`config.mk`:
```
export PLATFORM = sky130hd
export DESIGN_NAME = psu_queue
export DESIGN_NICKNAME = d
export VERILOG_FILES = /design/src/rtl/core/psu_pkg.sv /design/src/rtl/core/psu_queue.sv
export SDC_FILE = /design/constraint.sdc
export NUM_CORES = 1
export LEC_CHECK = 0
export ABC_AREA = 1
export BUFFER_PORTS_ARGS = -buffer_cell sky130_fd_sc_hd__buf_2
export CAP_MARGIN = 20
export CORE_MARGIN = 4
export CORE_UTILIZATION = 39
export DETAILED_ROUTE_END_ITERATION = 8
export PLACE_DENSITY_LB_ADDON = 0.15
export SLEW_MARGIN = 20
export SYNTH_ARGS = -nofsm -noshare
export SYNTH_HDL_FRONTEND = slang
export SYNTH_SLANG_ARGS = --single-unit
export TNS_END_PERCENT = 1
```
`constraint.sdc`:
```
create_clock -name clk -period 2.7 [get_ports clk]
set_input_delay 0.405 -clock clk [delete_from_list [all_inputs] [get_ports clk]]
set_output_delay 0.405 -clock clk [all_outputs]
set_load 0.03 [all_outputs]
```
`src/rtl/core/psu_pkg.sv`:
```
// ----------------------------------------------------------------------------
// PNG scanline unfilter package
// Shared constants, filter codes, register indexes and the queue entry type.
// ----------------------------------------------------------------------------
package psu_pkg;

	localparam int MAX_ROW_PIXELS  = 4096;
	localparam int MAX_PIXEL_BYTES = 4;
	localparam int STORE_DEPTH     = MAX_ROW_PIXELS * MAX_PIXEL_BYTES;
	localparam int STORE_AW        = $clog2(STORE_DEPTH);
	localparam int COL_W           = $clog2(STORE_DEPTH + 1);
	localparam int LANE_W          = $clog2(MAX_PIXEL_BYTES);

	localparam int PIX_W      = 13;
	localparam int BPP_W      = 3;
	localparam int ROWS_W     = 16;
	localparam int ROW_LEN_W  = PIX_W + BPP_W;
	localparam int BYTE_W     = 8;
	localparam int CFG_IDX_W  = 2;
	localparam int CFG_DATA_W = 16;

	localparam int QUEUE_DEPTH = 4;
	localparam int QUEUE_AW    = $clog2(QUEUE_DEPTH);

	localparam logic [PIX_W-1:0]  RESET_ROW_PIXELS  = PIX_W'(1);
	localparam logic [BPP_W-1:0]  RESET_PIXEL_BYTES = BPP_W'(4);
	localparam logic [ROWS_W-1:0] RESET_IMAGE_ROWS  = ROWS_W'(1);

	typedef enum logic [2:0] {
		FILT_NONE  = 3'd0,
		FILT_SUB   = 3'd1,
		FILT_UP    = 3'd2,
		FILT_AVG   = 3'd3,
		FILT_PAETH = 3'd4
	} filt_t;

	typedef enum logic [CFG_IDX_W-1:0] {
		REG_ROW_PIXELS  = 2'd0,
		REG_PIXEL_BYTES = 2'd1,
		REG_IMAGE_ROWS  = 2'd2
	} cfg_reg_t;

	typedef enum logic {
		KIND_SAMPLE = 1'b0,
		KIND_ERROR  = 1'b1
	} kind_t;

	// One classified item on its way from the front end to the back end.
	typedef struct packed {
		kind_t                kind;
		logic [BYTE_W-1:0]    data;
		logic [STORE_AW-1:0]  addr;
		logic [LANE_W-1:0]    lane;
		logic                 use_left;
		logic                 has_above;
		filt_t                filt;
		logic                 row_end;
		logic                 image_end;
	} entry_t;

endpackage

```
`src/rtl/core/psu_queue.sv`:
```
// ----------------------------------------------------------------------------
// PNG scanline unfilter queue
// Small first-in first-out buffer of classified items between the two ends.
// ----------------------------------------------------------------------------
module psu_queue import psu_pkg::*; (
	input  logic   clk,
	input  logic   arst_n,
	input  logic   push_valid,
	output logic   push_ready,
	input  entry_t push_entry,
	output logic   head_valid,
	output entry_t head_entry,
	input  logic   head_pop
);

	entry_t                slot_q [QUEUE_DEPTH];
	logic [QUEUE_AW-1:0]   wr_ptr_q;
	logic [QUEUE_AW-1:0]   rd_ptr_q;
	logic [QUEUE_AW:0]     count_q;
	logic                  do_push;
	logic                  do_pop;

	assign push_ready = (count_q != (QUEUE_AW + 1)'(QUEUE_DEPTH));
	assign head_valid = (count_q != '0);
	assign head_entry = slot_q[rd_ptr_q];
	assign do_push    = push_valid && push_ready;
	assign do_pop     = head_pop && head_valid;

	always_ff @(posedge clk) begin
		if (do_push)
			slot_q[wr_ptr_q] <= push_entry;
	end

	always_ff @(posedge clk or negedge arst_n) begin
		if (!arst_n) begin
			wr_ptr_q <= '0;
			rd_ptr_q <= '0;
			count_q  <= '0;
		end else begin
			if (do_push)
				wr_ptr_q <= wr_ptr_q + QUEUE_AW'(1);
			if (do_pop)
				rd_ptr_q <= rd_ptr_q + QUEUE_AW'(1);
			case ({do_push, do_pop})
				2'b10:   count_q <= count_q + (QUEUE_AW + 1)'(1);
				2'b01:   count_q <= count_q - (QUEUE_AW + 1)'(1);
				default: ;
			endcase
		end
	end

endmodule

```
; ---- Word level (Yosys, flattened, before mapping)
; Memory sizes are Yosys's and may differ from the RTL's.
; Index checks and enable logic that the tools add are counted.
[word_totals]
reg_bits = 7
latch_bits = 0
ramBits = 128
mem_bits_ro = 0
in_bits = 36
out_inout_bits = 34
elab_cells = 18
n_memories = 1
[classes]
addsub = 4
mul = 0
div_mod_pow = 0
order_cmp = 0
n_eq_ne = 3
n_shift = 0
mux = 3
bitwise_logic = 0
reduce_logical = 4
[memory_table]
columns = name, words, width, read_ports, rd_clocked_by_memory_dff, write_ports, line_no
row1 = slot_q, 4, 32, 1, 0, 1, psu_queue.sv:16  ; entry_t slot_q [QUEUE_DEPTH];
[op_table]
columns = op, count
row1 = 3-bit case mux with 2 select lines, 1
row2 = 2-bit by 1-bit adder with 2-bit output (second input constant), 2
row3 = 3-bit by 1-bit adder with 3-bit output (second input constant), 1
row4 = 3-bit != test (second input constant), 1
row5 = 3-bit nonzero test, 1
row6 = 3-bit by 1-bit subtractor with 3-bit output (second input constant), 1
row7 = 2-bit by 1-bit == test with 1-bit output (second input constant), 1
row8 = 2-bit == test (second input constant), 1
row9 = 1-bit logical AND, 2
row10 = 1-bit two-way mux, 2
row11 = 2-bit nonzero test, 1

; ---- Longest topological paths before layout
[logic_depth]
depth_word = 4
depth_mapped = 12
mapped_depth_nobuf = 12

; ---- Least setup slack after synthesis
; No wires, ideal clock.
[synth_timing]
kind = reg2reg
from = reg count_q[0]
to = mem slot_q[0][0] (netlist name) (enable)
t_arrival_ps = 2363
required_time_ps = 2279
slack_ps = -84
stages_incl_launch_ff = 5
period_less_slack_ps = 2784
path_cell_list = dfrtp_1 > inv_1 > nand3_1 > nand2_1 > nor2_1
[synth_between]
elab_chain_cells = 4
[synth_rtl]
columns = element, line_no
row1 = "start, declared", psu_queue.sv:19  ; logic [QUEUE_AW:0] count_q;
row2 = "start signal, assigned", psu_queue.sv:45  ; 2'b10: count_q <= count_q + (QUEUE_AW + 1)'(1);
row3 = "start signal, assigned", psu_queue.sv:46  ; 2'b01: count_q <= count_q - (QUEUE_AW + 1)'(1);
row4 = 3-bit != test, psu_queue.sv:23  ; assign push_ready = (count_q != (QUEUE_AW + 1)'(QUEUE_DEPTH));
row5 = via push_ready, psu_queue.sv:9  ; output logic push_ready,
row6 = 1-bit logical AND, psu_queue.sv:26  ; assign do_push = push_valid && push_ready;
row7 = 1-bit two-way mux, psu_queue.sv:30  ; if (do_push)
row8 = 1-bit two-way mux (implied by the code), psu_queue.sv:31  ; slot_q[wr_ptr_q] <= push_entry;
row9 = "end, declared", psu_queue.sv:16
; The timed path passes the listed nets, and every way through them passes these cells.

==> report_table.html <==
<table>
<tr><th>Metric</th><th>Value</th></tr>
<tr><th colspan="2">Timing</th></tr>
<tr><td>Number of pins with negative max-slew slack in the final report</td><td>0</td></tr>
<tr><td>Hold Vio Cnt, Final</td><td>0</td></tr>
<tr><td>Setup repair after global routing missed its margin</td><td>false</td></tr>
<tr><td>Least setup slack across all paths after layout</td><td>318 ps</td></tr>
<tr><td>Worst-case headroom to the max-slew limit</td><td>66.4%</td></tr>
<tr><td>Minimum clock period</td><td>2380 ps</td></tr>
<tr><td>Number of endpoints failing setup at the final stage</td><td>0</td></tr>
<tr><td>Worst clock skew on the final layout</td><td>5.21 ps</td></tr>
<tr><td>Part of the cycle the worst path needs</td><td>88.2%</td></tr>
<tr><td>Peak Freq</td><td>0.420 GHz</td></tr>
<tr><td>Slew at the pin closest to its max-slew limit</td><td>504 ps</td></tr>
<tr><td>Setup TNS</td><td>0 ps</td></tr>
<tr><th colspan="2">Floorplanning</th></tr>
<tr><td>Core area</td><td>13900 um^2</td></tr>
<tr><td>Number of placement rows</td><td>43</td></tr>
<tr><td>Width of the chip</td><td>127 um</td></tr>
<tr><td>Chip Height</td><td>127 um</td></tr>
<tr><td># IOs</td><td>70</td></tr>
<tr><td>Initial core utilization</td><td>39.9%</td></tr>
<tr><td>Die area</td><td>16200 um^2</td></tr>
<tr><th colspan="2">Clock network</th></tr>
<tr><td>Worst-case clock buffer depth</td><td>2</td></tr>
<tr><td>Post-cts repair resize count</td><td>0</td></tr>
<tr><td>Clock slew at reported path FFs</td><td>60 ps</td></tr>
<tr><td>Skew-Pair Late Insertion Delay</td><td>420 ps</td></tr>
<tr><td>CTS sink cnt</td><td>135</td></tr>
<tr><td>Clock root buffer</td><td>clkbuf_16</td></tr>
<tr><td>Post-CTS setup buffer count</td><td>0</td></tr>
<tr><td>TritonCTS clock tree</td><td>done</td></tr>
<tr><td>Number of buffers inserted during clock tree synthesis</td><td>17</td></tr>
<tr><td>Depth of the CTS H-tree</td><td>4</td></tr>
<tr><th colspan="2">Synthesis</th></tr>
<tr><td>Post-synth design cell area</td><td>5560 um^2</td></tr>
<tr><td>Post-synthesis average cell area</td><td>12.8 um^2</td></tr>
<tr><td>Post-Synthesis Net Count</td><td>475</td></tr>
<tr><td>Async set or reset register ratio after synthesis</td><td>5.19%</td></tr>
<tr><td>Fraction of synthesized cell area taken by the top area cell type</td><td>69.2%</td></tr>
<tr><td>Area leader, netlist</td><td>edfxtp_1</td></tr>
<tr><td>Warnings from Yosys</td><td>0</td></tr>
<tr><td>Sequential cell area fraction in the yosys report</td><td>72.3%</td></tr>
<tr><td>Main synth FF type</td><td>edfxtp_1</td></tr>
<tr><td>Most common cell in the synthesized netlist</td><td>edfxtp_1</td></tr>
<tr><td>Number of flops mapped to enable cells by yosys</td><td>128</td></tr>
<tr><td>Commonest cells in the synthesized netlist</td><td>edfxtp_1 (128), nand2_1 (114), inv_1 (78)</td></tr>
<tr><td>Number of distinct library cell variants in the gate-level netlist after synthesis</td><td>17</td></tr>
<tr><td>Leading cell types by total area after synthesis</td><td>edfxtp_1 (69%), o211ai_1 (8.6%), nand2_1 (7.7%), inv_1 (5.3%), dfrtp_1 (3.2%)</td></tr>
<tr><td>Synthesized flop and latch total</td><td>135</td></tr>
<tr><td>Synth Instances</td><td>433</td></tr>
<tr><th colspan="2">Place</th></tr>
<tr><td>Hpwl dp</td><td>6.12 mm</td></tr>
<tr><td>Pre-CTS setup slack</td><td>544 ps</td></tr>
<tr><td>Buffers added on ports</td><td>69</td></tr>
<tr><td>Placer's final routability congestion estimate</td><td>0.755</td></tr>
<tr><th colspan="2">Min path</th></tr>
<tr><td>Hold path start</td><td>push_entry[20]</td></tr>
<tr><td>Path category of the worst min-delay check</td><td>in -&gt; reg</td></tr>
<tr><th colspan="2">Detailed routing</th></tr>
<tr><td>Detailed-route via count</td><td>3284</td></tr>
<tr><td>Mean number of vias per cell</td><td>4.67</td></tr>
<tr><td>DRC violations left</td><td>0</td></tr>
<tr><td>Count of antenna-violating nets left after detailed routing</td><td>0</td></tr>
<tr><td>Routed len/inst</td><td>14.7 um</td></tr>
<tr><td>Router iterations before antenna repair</td><td>4</td></tr>
<tr><td>Total wirelength of the detailed-routed design</td><td>10.4 mm</td></tr>
<tr><td>Initial detailed-routing violation count</td><td>202</td></tr>
<tr><th colspan="2">Setup path</th></tr>
<tr><td>Data required time of the critical path</td><td>2300 ps</td></tr>
<tr><td>Launching instance or port of the critical path</td><td>rd_ptr_q[0]</td></tr>
<tr><td>Reg2reg start</td><td>count_q[0]</td></tr>
<tr><td>Worst EP arrival</td><td>1980 ps</td></tr>
<tr><td>Critical path endpoint category</td><td>output port</td></tr>
<tr><td>Kind of start point of the critical path</td><td>flip-flop</td></tr>
<tr><td>Type of the worst setup path</td><td>reg -&gt; out</td></tr>
<tr><td>CP Max Fanout</td><td>49</td></tr>
<tr><th colspan="2">Final layout</th></tr>
<tr><td>Share of layout cells above drive strength 1</td><td>22.0%</td></tr>
<tr><td>Number of diodes</td><td>0</td></tr>
<tr><td>Net count, final</td><td>552</td></tr>
<tr><td>Layout Area Growth over Synthesis</td><td>20.8%</td></tr>
<tr><th colspan="2">GRT</th></tr>
<tr><td>Pin count of the biggest net entering global routing</td><td>50</td></tr>
<tr><td>Global-route usage over all layers</td><td>13.8%</td></tr>
<tr><td>Residual overflow from global routing</td><td>0</td></tr>
<tr><td>First-pass GRT wire length</td><td>16.7 mm</td></tr>
<tr><td>Number of antenna violations at the first check in global routing</td><td>1</td></tr>
<tr><td>Via count of the first global-routing pass</td><td>3238</td></tr>
<tr><th colspan="2">Power and ir drop</th></tr>
<tr><td>Peak ir drop on the vdd network</td><td>0.836 mV</td></tr>
<tr><td>Static Leak</td><td>0.00277 uW</td></tr>
<tr><td>Power density over the cells</td><td>1230 nW/um^2</td></tr>
<tr><td>Power after layout</td><td>8250 uW</td></tr>
<tr><th colspan="2">Flow run</th></tr>
<tr><td>Max_cap viols</td><td>0</td></tr>
<tr><th colspan="2">Status</th></tr>
<tr><td>Status</td><td>finished clean</td></tr>
</table>
## kinds of logic (layout without fill, tap and decap cells)
| logic type | count (synthesis) | after routing | share of synthesized area [%] |
|---|---|---|---|
| buffers and inverters | 100 | 190 | 8.56 |
| XOR/XNOR | 1 | 1 | 0.158 |
| AND/OR/NAND/NOR | 126 | 126 | 8.72 |
| AO/OA/AOI/OAI | 65 | 65 | 8.74 |
| adder cells (fa/ha/maj) | 6 | 6 | 1.49 |
| flip-flops | 135 | 135 | 72.3 |
## final cells by class
type / instances / area (um^2)
clock buffer: 17 / 425
clock inverter: 15 / 204
fill: 1210 / 7220
inverter: 79 / 299
multi-input combinational: 198 / 1090
sequential: 135 / 4020
tap: 180 / 225
timing repair buffer: 79 / 448
## per-layer routing
metal	up-vias	track usage, %	share of wire [%]
met1	1550	17.1	45
met5	-	0	0.068
met2	67	22.0	48
met3	13	5.73	5.9
met4	2	4.54	1.2
li1	1652	-	-
## metrics by stage
step           hold WS [ps]  cell area [um^2]  cells  util, %
3_5_place_dp            252              6070    670     43.6
4_1_cts                 181              6710    703     48.2
6_report                199              6710    703     48.2
5_1_grt                 182              6710    703     48.2
3_3_place_gp            254              6070    670     43.6
2_1_floorplan           109              5560    433        -
## where the power goes
part,switching [uW],internal [uW],total (uW)
Combinational,2140,825,2970
Sequential,111,2770,2880
Clock,859,1550,2410
Total,3110,5140,8250
## flip-flops by register name (all words and copies together), names as in the netlist
signal,count
count_q,3
rd_ptr_q,2
slot_q,128
wr_ptr_q,2
## worst max-delay path: stages, from the launching register on
cell and delay (ps):
dfrtp_1 410, inv_4 370, buf_4 330, nand2_1 90, o211ai_1 90, nand2_1 70, buf_2 180
## path summary, 6_finish.rpt
check	cells past startpoint	slack, ps	endpoint
hold reg to reg	1	470	count_q[0]
setup / recovery	6	320	head_entry[14]
setup reg to reg	10	540	count_q[2]
hold / removal	1	200	slot_q[0][20]
max in group asynchronous	2	2190	rd_ptr_q[1]
min in group asynchronous	2	350	count_q[0]
## layout by cell type, fill, tap and decap left out, drive strengths merged
master,netlist,layout
edfxtp,128,128
nand2,114,114
inv,79,80
buf,19,78
o211ai,64,64
clkbuf,2,17
clkinv,0,9
nand3,7,7
dfrtp,7,7
ha,5,5
nor2,4,4
bufinv,0,4
o21ai,1,1
xnor2,1,1
nand4,1,1
fa,1,1
clkinvlp,0,1
dlygate4sd3,0,1
## timing repair
item | in CTS | in global routing
hold buffers | 1 | 0
endpoints found under the hold margin | 7 | 0
endpoints found under the setup margin | 0 | 0
Power figures use the tool's default switching activity.
